**config.mk**
```make
export PLATFORM = sky130hd
export DESIGN_NAME = onc_queue
export DESIGN_NICKNAME = d
export VERILOG_FILES = /design/src/rtl/onc_pkg.sv /design/src/rtl/onc_queue.sv
export SDC_FILE = /design/constraint.sdc
export NUM_CORES = 1
export LEC_CHECK = 0
export BUFFER_PORTS_ARGS = -buffer_cell sky130_fd_sc_hd__buf_4
export CORE_ASPECT_RATIO = 1.2
export CORE_UTILIZATION = 55
export DETAILED_ROUTE_END_ITERATION = 16
export PLACE_DENSITY = 0.77
export SLEW_MARGIN = 20
export SYNTH_ARGS = -nofsm -noshare
export SYNTH_HDL_FRONTEND = slang
export SYNTH_SLANG_ARGS = --single-unit
```
**constraint.sdc**
```tcl
create_clock -name clk -period 1.5 [get_ports clk]
set_input_delay 0.075 -clock clk [delete_from_list [all_inputs] [get_ports clk]]
set_output_delay 0.075 -clock clk [all_outputs]
set_load 0.03 [all_outputs]
```
**src/rtl/onc_pkg.sv**
```systemverilog
// shared types, constants and width helpers for the octahedral normal codec
package onc_pkg;

	// default build widths
	localparam int IN_WIDTH_DEF = 16;
	localparam int MAX_BITS_DEF = 16;

	// configuration register
	localparam int CFG_W = 5;
	localparam logic [CFG_W-1:0] NB_RESET = 5'd12;

	// fixed result widths and fixed-point constants
	localparam int OUT_W     = 16;
	localparam int SQ_SHIFT  = 28;
	localparam int UNIT_ONE  = 16384;
	localparam int DEC_QB    = 15;

	// decoupling queue depth
	localparam int QUEUE_DEPTH = 4;

	// request kind
	typedef enum logic {
		REQ_ENCODE = 1'b0,
		REQ_DECODE = 1'b1
	} req_t;

	function automatic int max2(input int a, input int b);
		return (a > b) ? a : b;
	endfunction

	// width of one queue entry: kind, two numerators, divisor, square sum, three components
	function automatic int entry_w(input int inw, input int mb);
		return 1 + 2 * (inw + 2 + mb) + (inw + 2) + 2 * mb + 3 * (mb + 1);
	endfunction

endpackage

```
**src/rtl/onc_queue.sv**
```systemverilog
// short register queue between the front and back parts
module onc_queue import onc_pkg::*; #(
	parameter int W     = 8,
	parameter int DEPTH = QUEUE_DEPTH
) (
	input  logic         clk,
	input  logic         arst_n,
	input  logic         push,
	input  logic [W-1:0] push_data,
	output logic         full,
	input  logic         pop,
	output logic [W-1:0] pop_data,
	output logic         nonempty
);

	localparam int AW   = (DEPTH > 1) ? $clog2(DEPTH) : 1;
	localparam int CNTW = $clog2(DEPTH + 1);

	logic [W-1:0]    mem_q [0:DEPTH-1];
	logic [AW-1:0]   wr_q;
	logic [AW-1:0]   rd_q;
	logic [CNTW-1:0] cnt_q;

	assign full     = (cnt_q == CNTW'(DEPTH));
	assign nonempty = (cnt_q != '0);
	assign pop_data = mem_q[rd_q];

	// storage
	always_ff @(posedge clk) begin
		if (push) begin
			mem_q[wr_q] <= push_data;
		end
	end

	// pointers and fill count
	always_ff @(posedge clk or negedge arst_n) begin
		if (!arst_n) begin
			wr_q  <= '0;
			rd_q  <= '0;
			cnt_q <= '0;
		end else begin
			if (push) begin
				wr_q <= (wr_q == AW'(DEPTH - 1)) ? '0 : wr_q + 1'b1;
			end
			if (pop) begin
				rd_q <= (rd_q == AW'(DEPTH - 1)) ? '0 : rd_q + 1'b1;
			end
			case ({push, pop})
				2'b10:   cnt_q <= cnt_q + 1'b1;
				2'b01:   cnt_q <= cnt_q - 1'b1;
				default: cnt_q <= cnt_q;
			endcase
		end
	end

	a_no_overflow: assert property (@(posedge clk) disable iff (!arst_n)
		push |-> (!full || pop)) else $error("queue push while full");
	a_no_underflow: assert property (@(posedge clk) disable iff (!arst_n)
		pop |-> nonempty) else $error("queue pop while empty");
	a_count_bound: assert property (@(posedge clk) disable iff (!arst_n)
		cnt_q <= CNTW'(DEPTH)) else $error("queue count beyond depth");

endmodule

```
Yosys cells after proc, flatten, opt, wreduce, memory -nomap -nowiden
Memory sizes are Yosys's and may differ from the RTL's.
Cells that the tools add are included.
Operators by class
  $add $sub $neg: 4
  equality and inequality tests: 5
  muxes and demuxes: 5
  reductions and logical operators: 2
Operator list (count)
  equality test 2 bit (second input constant): 3
  one-hot mux 3 bit (2 select lines): 1
  adder 2 x 1 -> 2 bit (second input constant): 2
  2-to-1 mux 2 bit: 2
  adder 3 x 1 -> 3 bit (second input constant): 1
  equality test 3 bit (second input constant): 1
  nonzero test 3 bit: 1
  subtractor 3 x 1 -> 3 bit (second input constant): 1
  equality test 2 x 1 -> 1 bit (second input constant): 1
  2-to-1 mux 1 bit: 2
  nonzero test 2 bit: 1
Word-level totals
  flip-flop bits (word level): 7
  RAM bits: 32
  bits of input ports: 12
  output and inout port bits: 10
  word-level logic and storage cells: 20
  memories kept: 1
Memory list
  mem_q: words 4, width 8, rd ports 1, clocked after memory_dff 0, wr ports 1, RTL line onc_queue.sv:19  | logic [W-1:0] mem_q [0:DEPTH-1];

Logic depth before layout (Yosys ltp)
  word-level depth: 2
  depth in mapped cells: 6

Worst setup path before layout
OpenSTA, ideal clock, no wires.
  path type: register to register
  start: register cnt_q[0]
  end: register cnt_q[2]
  arrival time: 1.155 ns
  data required time: 1.375 ns
  path slack: 0.220 ns
  cell stages (with the launch flop): 5
  buffers on the path: 0
  cells stage by stage: dfrtp_1 > fa_1 > xnor2_1 > nor2_1 > xor2_1
On the way
  word-level cells in the longest chain between the ends: 2
  elaborated cells between the ends (all ways): 3
Ends and longest elaborated chain
  start: declaration: RTL line onc_queue.sv:22  | logic [CNTW-1:0] cnt_q;
  start signal: assignment: RTL line onc_queue.sv:49  | 2'b10: cnt_q <= cnt_q + 1'b1;
  start signal: assignment: RTL line onc_queue.sv:50  | 2'b01: cnt_q <= cnt_q - 1'b1;
  start signal: assignment: RTL line onc_queue.sv:51  | default: cnt_q <= cnt_q;
  subtractor 3 x 1 -> 3 bit / adder 3 x 1 -> 3 bit (equally long branches): RTL line onc_queue.sv:50, onc_queue.sv:49
  one-hot mux 3 bit (2 select lines) (*): RTL line onc_queue.sv:48  | case ({push, pop})
Mark *: on every way between the ends. The rest lies on a longest branch, timed or not.
A chain may end at the register's enable or synchronous reset.

Worst setup path in the final report
  start: register rd_q[0]
  end: output pop_data[0]
On the way
  word-level cells in the longest chain between the ends: 1
Ends and longest elaborated chain
  start: declaration: RTL line onc_queue.sv:21  | logic [AW-1:0] rd_q;
  start signal: assignment: RTL line onc_queue.sv:46  | rd_q <= (rd_q == AW'(DEPTH - 1)) ? '0 : rd_q + 1'b1;
  memory read (4 x 8 bit)
  end: declaration: RTL line onc_queue.sv:12  | output logic [W-1:0] pop_data,
Every way passes these cells.

==> flow_summary_export.csv <==
group,metric,value,unit
setup_path,reg2regPathDepth,4,
sta,tightest_slew,0.462,ns
synth,syn-num-nets,96,
clocking,clock_sinks,39,
synth,synth_area_per_cell,20.3,um2
min_path,hold_class,"in -> async",
synth,seq_area_frac_synth,72.6,%
place,gp_congestion,0.644,
final_layout,antenna_cells,0,
place,dp_slack,0.137,ns
sta,setup_slack,-0.162,ns
sta,fmax,602,MHz
sta,post-route-period-util,111,%
power,p_comb_share,40.8,%
synth,synthCells,77,
clocking,cts_buffer_depth,2,
final_layout,layout_common_cells,"32 x edfxtp_1, 17 x buf_4, 12 x dlygate4sd3_1",
power,switching_power,1.25,mW
sta,rsz0062_at_grt,"true",
synth,synthMuxAreaShare,13.7,%
clocking,htreeDepth,2,
place,port_buffers,21,
sta,final.min_clock_period,1.66,ns
setup_path,critPathBufInv,2,
synth,synth_area_leaders,"edfxtp_1 61%, mux4_2 12%, dfrtp_1 11%",
setup_path,worstPathArrival,1.59,ns
clocking,cts_setup_buffers,0,
setup_path,r2r-end,"mem_q[2][4]",
setup_path,cpMaxStageDelayCell,"mux4_2",
final_layout,mostFrequentLayoutCell,"edfxtp_1",
sta,setup_viol,8,
synth,synth-simple-area-share,3.60,%
power,sw_frac_of_total,32.8,%
clocking,cts_tree,"built",
synth,synth-compound-area-share,0.639,%
detailed_routing,drt_wl_total,2600,um
final_layout,num-nets-final,139,
setup_path,cp_max_fo,7,
global_routing,grt-ovfl-total,0,
floorplanning,die-area,0.00306,mm2
detailed_routing,drtIter0Drc,21,
sta,clock_skew,0.00549,ns
clocking,numCtsBuffers,5,
detailed_routing,via_count,818,
floorplanning,start_util,59.6,%
clocking,clkLatencyLatePin,0.34,ns
synth,synth_top_area_share,61.4,%
power,leakage,0.777,nW
power,p_clk_share,17.4,%
global_routing,first_global_vias,866,
synth,yosys_warnings,0,
detailed_routing,wl_per_cell,16.9,um
detailed_routing,first_pass_iters,4,
outcome,outcome,"finished with violations",
outcome,failed_checks,"negative setup slack",
sta,hold_viol_final,0,
setup_path,worstSetupEndpointType,"primary output",
sta,report.final.slew_viol_count,0,
run,max-cap-violations,0,
detailed_routing,via_per_inst,5.31,
power,ir_drop,1.35,mV
setup_path,rrSetupSlack,0.15,ns
global_routing,grt_antenna_before_repair,0,
synth,synth_seq_cells,39,
clocking,path_clk_slew,0.11,ns
power,seqPwrFrac,41.8,%
power,internal_power,2.57,mW
floorplanning,num_io_pins,22,
clocking,cts_root_buf,"clkbuf_4",
sta,fin_hold_ws,0.0686,ns
setup_path,crit_path_max_incr_delay,0.51,ns
synth,synth.distinct_cells,17,
setup_path,required,1.42,ns
detailed_routing,drcViolationCount,0,
global_routing,grt_usage,20.0,%
synth,synth_top_family_by_area,"multiplexers",
setup_path,crit_path_cell_trace,"buf_12, mux4_2, buf_6",
detailed_routing,ant_nets,0,
sta,slew_headroom,69.2,%
setup_path,startpoint_type,"flop",
setup_path,path_delay_family,"multiplexers",
synth,synthXorXnorAreaFrac,1.68,%
synth,synth_top_area_cell,"edfxtp_1",
floorplanning,die_h,60.4,um
final_layout,area_growth,30.9,%
global_routing,grt_pass1_wl,4120,um
floorplanning,die_x,50.7,um
sta,setup_tns,-1.25,ns
global_routing,grt_max_degree,13,
setup_path,r2r_start,"wr_q[0]",
final_layout,drive_gt1_share,38.0,%
place,hpwl,1710,um
synth,synth_adder_area_share,6.08,%
setup_path,worstSetupPathType,"reg -> out",
power,power.density,1860,mW/mm2
floorplanning,rows,20,
floorplanning,core_area,0.00263,mm2
synth,synth_area,0.00157,mm2
[cell usage after synthesis]
library cell   n
fa_1           1
mux2_2         3
dfrtp_1        7
buf_6          1
inv_1          3
xnor2_1        2
edfxtp_1      32
or3_1          2
o21ai_0        2
buf_2          1
ha_1           6
xor2_1         1
nor2_1         2
and2_1         4
nor3b_1        1
mux4_2         8
nand2_1        1
[what timing repair did]
action	4_1_cts	5_1_grt
hold endpoints to repair	42	0
hold buffers	12	0
pin swaps	0	3
resized for setup	7	3
setup endpoints to repair	8	9
[worst max path at each step]
stage | startpoint | endpoint | slack (ns) | depth (start not counted)
global placement | wr_q[0] | mem_q[3][6] | 0.18 | 2
global route | rd_q[0] | pop_data[4] | -0.23 | 3
CTS | rd_q[0] | pop_data[4] | -0.18 | 3
detailed placement | push | cnt_q[2] | 0.14 | 7
finish | rd_q[0] | pop_data[0] | -0.16 | 3
floorplan | cnt_q[0] | cnt_q[2] | 0.22 | 4
[through the flow]
stage	std cells	util [%]	instance area, um2	power [mW]
after floorplan	77	-	1570	2.53
after global placement	134	68.9	1810	3.00
after detailed placement	134	68.9	1810	3.06
after CTS	154	77.4	2030	3.84
after global routing	154	78.0	2050	4.00
final	154	78.0	2050	3.82
[power groups by stage]
stage | clock [mW] | sequential, mW | combinational [mW]
finish | 0.665 | 1.60 | 1.56
global placement | 0 | 1.60 | 1.40
detailed placement | 0 | 1.62 | 1.44
floorplan | 0 | 1.53 | 0.995
global route | 0.709 | 1.62 | 1.67
CTS | 0.672 | 1.60 | 1.57
[final cells by class]
type | count | area, um2
Clock buffer | 5 | 37.5
Clock inverter | 3 | 38.8
Fill cell | 156 | 579
Inverter | 3 | 11.3
Multi-Input combinational cell | 33 | 417
Sequential cell | 39 | 1140
Tap cell | 33 | 41.3
Timing Repair Buffer | 38 | 367
[flip-flops by register name (all words and copies together) (netlist names)]
name   flops
cnt_q      3
mem_q     32
rd_q       2
wr_q       2
[routing by layer]
layer	global-route usage, %	part of all wire, %	wire [um]
met1	22.5	42	1090
met2	34.3	53	1370
met3	7.02	3.6	94
met4	9.52	2.0	51
met5	0	0	0
[logic make-up after synthesis]
kind of cell | after synthesis
AO/OA/AOI/OAI | 2
flip-flops | 39
adder cells (fa/ha/maj) | 7
AND/OR/NAND/NOR | 10
buffers and inverters | 5
XOR/XNOR | 3
multiplexers | 11
No activity file was read; power rests on OpenSTA's default activity.
