===== src/rtl/onc_pkg.sv =====
// shared types, constants and width helpers for the octahedral normal codec
package onc_pkg;

	// default build widths
	localparam int IN_WIDTH_DEF = 16;
	localparam int MAX_BITS_DEF = 16;

	// configuration register
	localparam int CFG_W = 5;
	localparam logic [CFG_W-1:0] NB_RESET = 5'd12;

	// fixed result widths and fixed-point constants
	localparam int OUT_W     = 16;
	localparam int SQ_SHIFT  = 28;
	localparam int UNIT_ONE  = 16384;
	localparam int DEC_QB    = 15;

	// decoupling queue depth
	localparam int QUEUE_DEPTH = 4;

	// request kind
	typedef enum logic {
		REQ_ENCODE = 1'b0,
		REQ_DECODE = 1'b1
	} req_t;

	function automatic int max2(input int a, input int b);
		return (a > b) ? a : b;
	endfunction

	// width of one queue entry: kind, two numerators, divisor, square sum, three components
	function automatic int entry_w(input int inw, input int mb);
		return 1 + 2 * (inw + 2 + mb) + (inw + 2) + 2 * mb + 3 * (mb + 1);
	endfunction

endpackage


===== src/rtl/onc_front.sv =====
// front part: takes requests, folds and scales operands, feeds the queue
module onc_front import onc_pkg::*; #(
	parameter int IN_WIDTH = IN_WIDTH_DEF,
	parameter int MAX_BITS = MAX_BITS_DEF
) (
	input  logic                            clk,
	input  logic                            arst_n,
	input  logic [CFG_W-1:0]                normal_bits,
	input  logic                            in_valid,
	output logic                            in_ready,
	input  logic                            req_type,
	input  logic signed [IN_WIDTH-1:0]      vec_x,
	input  logic signed [IN_WIDTH-1:0]      vec_y,
	input  logic signed [IN_WIDTH-1:0]      vec_z,
	input  logic [OUT_W-1:0]                code_a,
	input  logic [OUT_W-1:0]                code_b,
	output logic                            push,
	input  logic                            full,
	output logic [entry_w(IN_WIDTH, MAX_BITS)-1:0] push_data
);

	localparam int SW  = IN_WIDTH + 1;
	localparam int NAW = IN_WIDTH + 2;
	localparam int ENW = NAW + MAX_BITS;
	localparam int SQW = 2 * MAX_BITS;
	localparam int CW  = MAX_BITS + 1;

	// code range from the register
	logic [CFG_W-1:0]  nb_eff;
	logic [MAX_BITS:0] m_ext;
	logic [MAX_BITS-1:0] m;

	always_comb begin
		if (normal_bits == '0) begin
			nb_eff = CFG_W'(1);
		end else if (normal_bits > CFG_W'(MAX_BITS)) begin
			nb_eff = CFG_W'(MAX_BITS);
		end else begin
			nb_eff = normal_bits;
		end
		m_ext = ((MAX_BITS+1)'(1) << nb_eff) - (MAX_BITS+1)'(1);
		m     = m_ext[MAX_BITS-1:0];
	end

	// encode operand preparation
	logic [IN_WIDTH-1:0] ax, ay, az;
	logic [SW-1:0]       s;
	logic signed [NAW:0] x_e, y_e, s_e, ax_e, ay_e, na_e, nb_e;
	logic [NAW-1:0]      den;

	always_comb begin
		ax   = vec_x[IN_WIDTH-1] ? (~vec_x + 1'b1) : vec_x;
		ay   = vec_y[IN_WIDTH-1] ? (~vec_y + 1'b1) : vec_y;
		az   = vec_z[IN_WIDTH-1] ? (~vec_z + 1'b1) : vec_z;
		s    = SW'(ax) + SW'(ay) + SW'(az);
		x_e  = (NAW+1)'(vec_x);
		y_e  = (NAW+1)'(vec_y);
		s_e  = $signed((NAW+1)'(s));
		ax_e = $signed((NAW+1)'(ax));
		ay_e = $signed((NAW+1)'(ay));
		if (vec_z[IN_WIDTH-1]) begin
			na_e = vec_x[IN_WIDTH-1] ? ay_e : (s_e + s_e - ay_e);
			nb_e = vec_y[IN_WIDTH-1] ? ax_e : (s_e + s_e - ax_e);
		end else begin
			na_e = x_e + s_e;
			nb_e = y_e + s_e;
		end
		den = (s == '0) ? NAW'(1) : NAW'({s, 1'b0});
	end

	// decode operand preparation with lower-half fold
	logic [MAX_BITS-1:0]   ca, cb, au, av, mu, mv, mw;
	logic signed [MAX_BITS+1:0] m_e, u_e, v_e, w_e, au_e, av_e, uf, vf;

	always_comb begin
		ca   = (code_a > OUT_W'(m)) ? m : code_a[MAX_BITS-1:0];
		cb   = (code_b > OUT_W'(m)) ? m : code_b[MAX_BITS-1:0];
		m_e  = $signed({2'b00, m});
		u_e  = $signed({1'b0, ca, 1'b0}) - m_e;
		v_e  = $signed({1'b0, cb, 1'b0}) - m_e;
		au   = MAX_BITS'(u_e[MAX_BITS+1] ? -u_e : u_e);
		av   = MAX_BITS'(v_e[MAX_BITS+1] ? -v_e : v_e);
		au_e = $signed({2'b00, au});
		av_e = $signed({2'b00, av});
		w_e  = m_e - au_e - av_e;
		if (w_e[MAX_BITS+1]) begin
			uf = u_e[MAX_BITS+1] ? (av_e - m_e) : (m_e - av_e);
			vf = v_e[MAX_BITS+1] ? (au_e - m_e) : (m_e - au_e);
			mu = m - av;
			mv = m - au;
			mw = MAX_BITS'(-w_e);
		end else begin
			uf = u_e;
			vf = v_e;
			mu = au;
			mv = av;
			mw = MAX_BITS'(w_e);
		end
	end

	// stage registers
	logic                 vld_s1, vld_s2;
	req_t                 typ_s1, typ_s2;
	logic [NAW-1:0]       na_s1, nb_s1, den_s1, den_s2;
	logic [SW-1:0]        s_s1, s_s2;
	logic [CW-1:0]        u_s1, v_s1, w_s1, u_s2, v_s2, w_s2;
	logic [MAX_BITS-1:0]  mu_s1, mv_s1, mw_s1;
	logic [ENW-1:0]       pa_s2, pb_s2;
	logic [SQW-1:0]       su_s2, sv_s2, sw_s2;
	logic                 fen;

	assign fen      = !vld_s2 || !full;
	assign in_ready = fen;
	assign push     = vld_s2 && !full;

	always_ff @(posedge clk or negedge arst_n) begin
		if (!arst_n) begin
			vld_s1 <= 1'b0;
			vld_s2 <= 1'b0;
		end else if (fen) begin
			vld_s1 <= in_valid;
			vld_s2 <= vld_s1;
		end
	end

	// stage 1 operands, stage 2 products
	always_ff @(posedge clk) begin
		if (fen) begin
			typ_s1 <= req_t'(req_type);
			na_s1  <= na_e[NAW-1:0];
			nb_s1  <= nb_e[NAW-1:0];
			s_s1   <= s;
			den_s1 <= den;
			u_s1   <= uf[MAX_BITS:0];
			v_s1   <= vf[MAX_BITS:0];
			w_s1   <= w_e[MAX_BITS:0];
			mu_s1  <= mu;
			mv_s1  <= mv;
			mw_s1  <= mw;
			typ_s2 <= typ_s1;
			s_s2   <= s_s1;
			den_s2 <= den_s1;
			u_s2   <= u_s1;
			v_s2   <= v_s1;
			w_s2   <= w_s1;
			pa_s2  <= ENW'(na_s1) * ENW'(m);
			pb_s2  <= ENW'(nb_s1) * ENW'(m);
			su_s2  <= SQW'(mu_s1) * SQW'(mu_s1);
			sv_s2  <= SQW'(mv_s1) * SQW'(mv_s1);
			sw_s2  <= SQW'(mw_s1) * SQW'(mw_s1);
		end
	end

	// rounding offset and square sum into the queue entry
	logic [ENW-1:0] num_a, num_b;
	logic [SQW-1:0] sq;

	always_comb begin
		num_a     = pa_s2 + ENW'(s_s2);
		num_b     = pb_s2 + ENW'(s_s2);
		sq        = su_s2 + sv_s2 + sw_s2;
		push_data = {typ_s2, num_a, num_b, den_s2, sq, u_s2, v_s2, w_s2};
	end

endmodule


===== config.mk =====
export PLATFORM = sky130hd
export DESIGN_NAME = onc_front
export DESIGN_NICKNAME = d
export VERILOG_FILES = /design/src/rtl/onc_pkg.sv /design/src/rtl/onc_front.sv
export SDC_FILE = /design/constraint.sdc
export NUM_CORES = 2
export LEC_CHECK = 0
export BUFFER_PORTS_ARGS = -buffer_cell sky130_fd_sc_hd__buf_2
export CAP_MARGIN = 20
export CORE_UTILIZATION = 35
export CTS_BUF_LIST = sky130_fd_sc_hd__clkbuf_4 sky130_fd_sc_hd__clkbuf_8 sky130_fd_sc_hd__clkbuf_16
export DETAILED_ROUTE_END_ITERATION = 16
export PLACE_DENSITY = 0.59
export RECOVER_POWER = 25
export SLEW_MARGIN = 0
export SYNTH_ARGS = -nofsm -noshare
export SYNTH_HDL_FRONTEND = slang
export SYNTH_SLANG_ARGS = --single-unit

===== constraint.sdc =====
create_clock -name clk -period 11.36 [get_ports clk]
set_input_delay 0.568 -clock clk [delete_from_list [all_inputs] [get_ports clk]]
set_output_delay 0.568 -clock clk [all_outputs]
set_load 0.01 [all_outputs]

**Word level (Yosys, flattened, before mapping)**

Index checks and enable logic that the tools add are counted.

- Register bits after elaboration: 424
- Bits of input ports: 90
- Word-level logic and storage cells: 91

- Add/subtract/negate cells: 27
- $mul: 5
- Magnitude comparators: 3
- Shift operators: 1
- Multiplexer cells: 21
- Bitwise operators: 3
- Reductions and logical operators: 6

Operators by type and width:

| operator | count |
|---|---|
| $mux W16 | 10 |
| $mul A16 B16 Y32 | 3 |
| $mux W18 | 4 |
| $add A34 B17 Y34 | 2 |
| $mul A18 B16 Y34 | 2 |
| $mux W17 | 4 |
| $sub A16 B16 Y17 | 4 |
| $add A32 B32 Y32 | 2 |
| $add A16 B1 Y16 const B | 3 |
| $neg A16 Y16 | 3 |
| $not A16 Y16 | 3 |
| $add A16 B18 Y18 | 2 |
| $sub A17 B16 Y18 | 2 |
| $sub A18 B16 Y18 | 2 |
| $gt A16 B16 Y1 | 2 |
| $sub A16 B16 Y16 | 2 |
| $add A17 B17 Y18 | 1 |
| $sub A17 B17 Y18 | 1 |
| $add A16 B16 Y17 | 1 |
| $add A17 B16 Y17 | 1 |
| $logic_not A17 Y1 | 1 |
| $shl A1 B5 Y16 const A | 1 |
| $sub A16 B2 Y16 const B | 1 |
| $mux W5 | 2 |
| 6 further kinds | 7 |

**Logic depth before layout (Yosys ltp)**

- Depth after elaboration: 14
- Depth in mapped cells: 57
- Depth with buffers taken out: 47

**Least setup slack after synthesis**

OpenSTA, ideal clock, no wires.

- Kind: input to register
- Start point: in normal_bits[4]
- End point: reg u_s1[12] (data pin)
- Setup time: 260 ps
- Arrival: 10685 ps
- Data required time: 11100 ps
- Slack: 414 ps
- Stages: 50
- Path buffers: 8
- Cell sequence: buf_4 inv_2 buf_1 o21ai_1 inv_1 clkbuf_1 ha_1 nand4_1 nor2_1 a21oi_1 a21oi_1 o21ai_2 clkbuf_1 clkbuf_1 o21ai_0 ha_1 a211oi_1 o21ai_0 (+14 left out) a21o_1 a21o_1 a21o_1 a21o_1 and2_1 a22oi_1 o21a_1 xnor2_1 ha_1 nor2b_1 nor2_1 nor2_1 a311oi_2 a21oi_1 o221a_1 buf_6 buf_6 mux2_4

- Longest elaborated chain between the ends: 13
- Elaborated cells between the ends (all ways): 22

Ends and longest elaborated chain:

| what | RTL line | RTL |
|---|---|---|
| start, declared | onc_front.sv:8 | `input logic [CFG_W-1:0] normal_bits,` |
| $gt A5 B5 Y1 | onc_front.sv:36 | `end else if (normal_bits > CFG_W'(MAX_BITS)) begin` |
| $mux W5 | onc_front.sv:36 |  |
| $mux W5 (*) | onc_front.sv:34 | `if (normal_bits == '0) begin` |
| $shl A1 B5 Y16 (*) | onc_front.sv:41 | `m_ext = ((MAX_BITS+1)'(1) << nb_eff) - (MAX_BITS+1)'(1);` |
| $sub A16 B2 Y16 (*) | onc_front.sv:41 |  |
| $gt A16 B16 Y1, on equally long branches | onc_front.sv:76, onc_front.sv:77 |  |
| $mux W16, on equally long branches | onc_front.sv:76, onc_front.sv:77 |  |
| $sub A17 B16 Y18, on equally long branches | onc_front.sv:79, onc_front.sv:80 |  |
| $neg A16 Y16, on equally long branches | onc_front.sv:81, onc_front.sv:82 |  |
| $mux W16, on equally long branches | onc_front.sv:81, onc_front.sv:82 |  |
| $sub A16 B16 Y17, on equally long branches | onc_front.sv:85, onc_front.sv:87 |  |
| $sub A17 B17 Y18 or $mux W17 (tied branches) | onc_front.sv:85, onc_front.sv:87 |  |
| $mux W17 (*) | onc_front.sv:86 | `if (w_e[MAX_BITS+1]) begin` |
| net uf[12] | onc_front.sv:73 | `logic signed [MAX_BITS+1:0] m_e, u_e, v_e, w_e, au_e, av_e, uf, vf;` |
| end signal, assigned | onc_front.sv:134 | `u_s1 <= uf[MAX_BITS:0];` |
| end, declared | onc_front.sv:106 | `logic [CW-1:0] u_s1, v_s1, w_s1, u_s2, v_s2, w_s2;` |

The timed path passes the listed nets; every way through them passes the cells marked *.
A chain may end at the register's enable or synchronous reset.

**Worst setup path after layout**

- Start point: in normal_bits[4]
- End point: reg u_s1[3] (data pin)

Same word-level chain as after synthesis.

==> results.md <==
* Max Clk Rate at 0.0949 GHz
* Critical Path AT at 10.97 ns
* I/O Buffers at 261
* Actual slew at the worst max-slew pin at 6.67 ns
* Initial antenna violation count at 5
* HPWL after DPL at 154000 um
* Clock tree from TritonCTS: built
* Worst R2R Start: na_s1[6]
* Clock latency on the worst-skew pair at 0.70 ns
* Slew Viols, Final at 289
* #FFs+latches synth at 415
* Commonest non-fill, non-tap cell in the layout: inv_1
* Hold WC Path Type: in -> reg
* Failing checks: max-capacitance violations, max-slew violations
* Detailed Routing Iterations Pass 1 at 5
* Max_cap viols at 4
* Final period util at 0.928
* Post-synth top area share at 0.292
* CP Class: in -> reg
* Minimum clock period at 10.54 ns
* Syn. warnings at 0
* Slew margin rel. at -3.45
* Prevailing post-synth register cell: edfxtp_1
* Routed vias/inst at 4.96
* Setup crit end kind: register
* TNS Setup at 0 ns
* DRT iter0 DRCs at 2881
* Area growth from synthesis to layout at 8.73%
* Worst hold path depth at 1
* Die H at 443 um
* IO Pins at 262
* Die boundary width at 443 um
* Post-DRT Antenna Nets at 0
* CTS Buf Count at 56
* Synth cell types at 103
* Min-delay src: req_type
* Unrepaired setup endpoints after global routing: no
* Overflow after GRT at 0
* Drt wl/cell at 18.7 um
* Commonest cells after routing, fill and taps aside: inv_1, fa_1, ha_1, nand2_1, edfxtp_1
* Core area at 0.193 mm2
* EDFF count, synth at 413
* Status: finished with violations
* Vias in the first global route at 52300
* Final setup vio count at 0
* Ys async rst share at 0.00482
* Final Cell Area at 0.0740 mm2
* H-Tree Depth at 2
* Worst Hold End: typ_s1
* Area of placed instances at 0.0722 mm2
* PostCTS Resize Cnt at 0
* Gr usage total at 0.192
* Die area at 0.196 mm2
* Placer Congestion at 0.902
* Syn Area/Cell at 9.50 um2
* Final Hold Viols at 0
* Clock tree root buffer cell: clkbuf_16
* Largest delay contributor family on the critical path: compound AO/OA/AOI/OAI gates
* Worst flop-to-flop path endpoint: pa_s2[32]
* Clk sinks at 415
* Clk slew on worst S/H paths at 0.05 ns
* FF-to-FF path depth at 27
* Global-route wire length before repair at 296000 um
* Reg2reg setup slack at 3.34 ns
* Ratio of cells with drive above 1 in the final layout at 0.0626
* Post-CTS setup buffers at 0
* Synthesized cell area at 0.0681 mm2
* Critical path depth at 46
* Total Nets Final at 9217
* Slowest cell on crit path: o221a_4
* Initial Utilization at 0.353
* Post-Synthesis Cells at 7171
* Largest net degree at the start of global routing at 159
* Share of the yosys chip area belonging to registers at 0.183
* Routed wire length at 186000 um
* Max stage delay on crit path at 0.70 ns
* CP required at 11.79 ns
* Residual DRC at 0
* Post-CTS Hold Buffers at 1
* Max Root-Sink Buffers at 3
* Row count at 161
* CP startpoint kind: input pin
* Ranking of synthesized cells by area: fa_1, edfxtp_1, ha_1, inv_1, xnor2_1
* Final setup skew at 0.0267 ns
* Crit path buffers/inverters at 6
* Worst-path fanout max at 69
* Vias at 49100
* Largest area contributor in the netlist: fa_1
* Top cell by count, worst path: a21o_1
[worst register-to-register path: stages, from the launching register on]
cell	delay (ns)
edfxtp_1	0.58
inv_1	0.50
nor2_1	0.16
fa_1	0.55
inv_1	0.05
fa_1	0.53
inv_1	0.04
ha_1	0.19
fa_1	0.48
inv_1	0.06
fa_1	0.52
inv_1	0.05
fa_1	0.44
ha_1	0.33
inv_1	0.07
o21bai_1	0.08
a21oi_1	0.23
o21bai_1	0.09
a21oi_1	0.30
o21ai_0	0.28
a41oi_1	0.46
a2111oi_0	0.25
o41ai_1	0.57
nand2_1	0.18
a21oi_1	0.31
o2111ai_1	0.19
a21oi_1	0.20
xnor2_1	0.09
[metal layers]
layer | up-vias | part of all wire | track usage
met1 | 24500 | 0.42 | 0.240
met5 | - | 0.000048 | 0
met4 | 2 | 0.041 | 0.0698
met2 | 1197 | 0.49 | 0.337
met3 | 319 | 0.048 | 0.0240
li1 | 23100 | - | -
[synth_stat cells (all sizes together), types with 9 or more instances]
master and instances:
a2111oi 9, a211oi 23, a21boi 42, a21o 102, a21oi 289, a31o 18, a31oi 16, and2 196
and3 25, buf 31, clkbuf 196, edfxtp 413, fa 995, ha 785, inv 1441, mux2 28
mux2i 25, nand2 758, nand2b 61, nand3 52, nand4 17, nor2 412, nor2b 103, nor3 69
o211ai 27, o21a 39, o21ai 220, o21bai 79, o31ai 26, o41ai 16, or2 23, or3 28
or4 12, xnor2 345, xor2 144
[flip-flops by register name (all words and copies together) (netlist names), 18 cells and up]
register and count:
su_s2 30, na_s1 18, sv_s2 30, sw_s2 30, den_s2 18, nb_s1 18, pa_s2 34, den_s1 18
pb_s2 34
[kinds of logic after synthesis]
group           count (synthesis)  share of synthesized area
mux                            53                    0.00946
other cells                     2                   0.000110
fa+ha+maj                    1784                      0.437
flops                         415                      0.183
buf+inv                      1674                     0.0942
simple gates                 1783                      0.120
compound gates                970                     0.0921
xor+xnor                      490                     0.0639
[layout make-up]
| type | instances | area, um2 |
|---|---|---|
| fillers | 19300 | 119000 |
| inverters | 1447 | 5430 |
| multi-input cells | 5095 | 49300 |
| diodes | 3 | 7.51 |
| well taps | 2526 | 3160 |
| repair buffers | 332 | 1750 |
| clock inverters | 38 | 529 |
| flip-flops and latches | 415 | 12500 |
| clock buffers | 58 | 1420 |
[metrics by stage]
stage | cells | util | setup slack, ns | hold WS [ns]
floorplan | 7184 | - | 0.414 | 0.272
global placement | 9814 | 0.374 | 0.349 | 0.354
detailed placement | 9814 | 0.374 | 0.255 | 0.363
CTS | 9911 | 0.384 | 0.950 | 0.00553
global route | 9913 | 0.384 | 0.121 | 0.0242
finish | 9914 | 0.384 | 0.822 | 0.0726
[worst max path at each step]
| stage | start | to | slack [ns] |
|---|---|---|---|
| 2_1_floorplan | normal_bits[4] | u_s1[12] | 0.41 |
| 3_5_place_dp | normal_bits[4] | mw_s1[14] | 0.26 |
| 4_1_cts | normal_bits[4] | u_s1[3] | 0.95 |
| 3_3_place_gp | normal_bits[4] | mw_s1[14] | 0.35 |
| 5_1_grt | normal_bits[4] | mw_s1[4] | 0.12 |
| 6_report | normal_bits[4] | u_s1[3] | 0.82 |
Power is not shown: default switching activity piles up to over one toggle a cycle in this logic, so the estimate is an artifact.
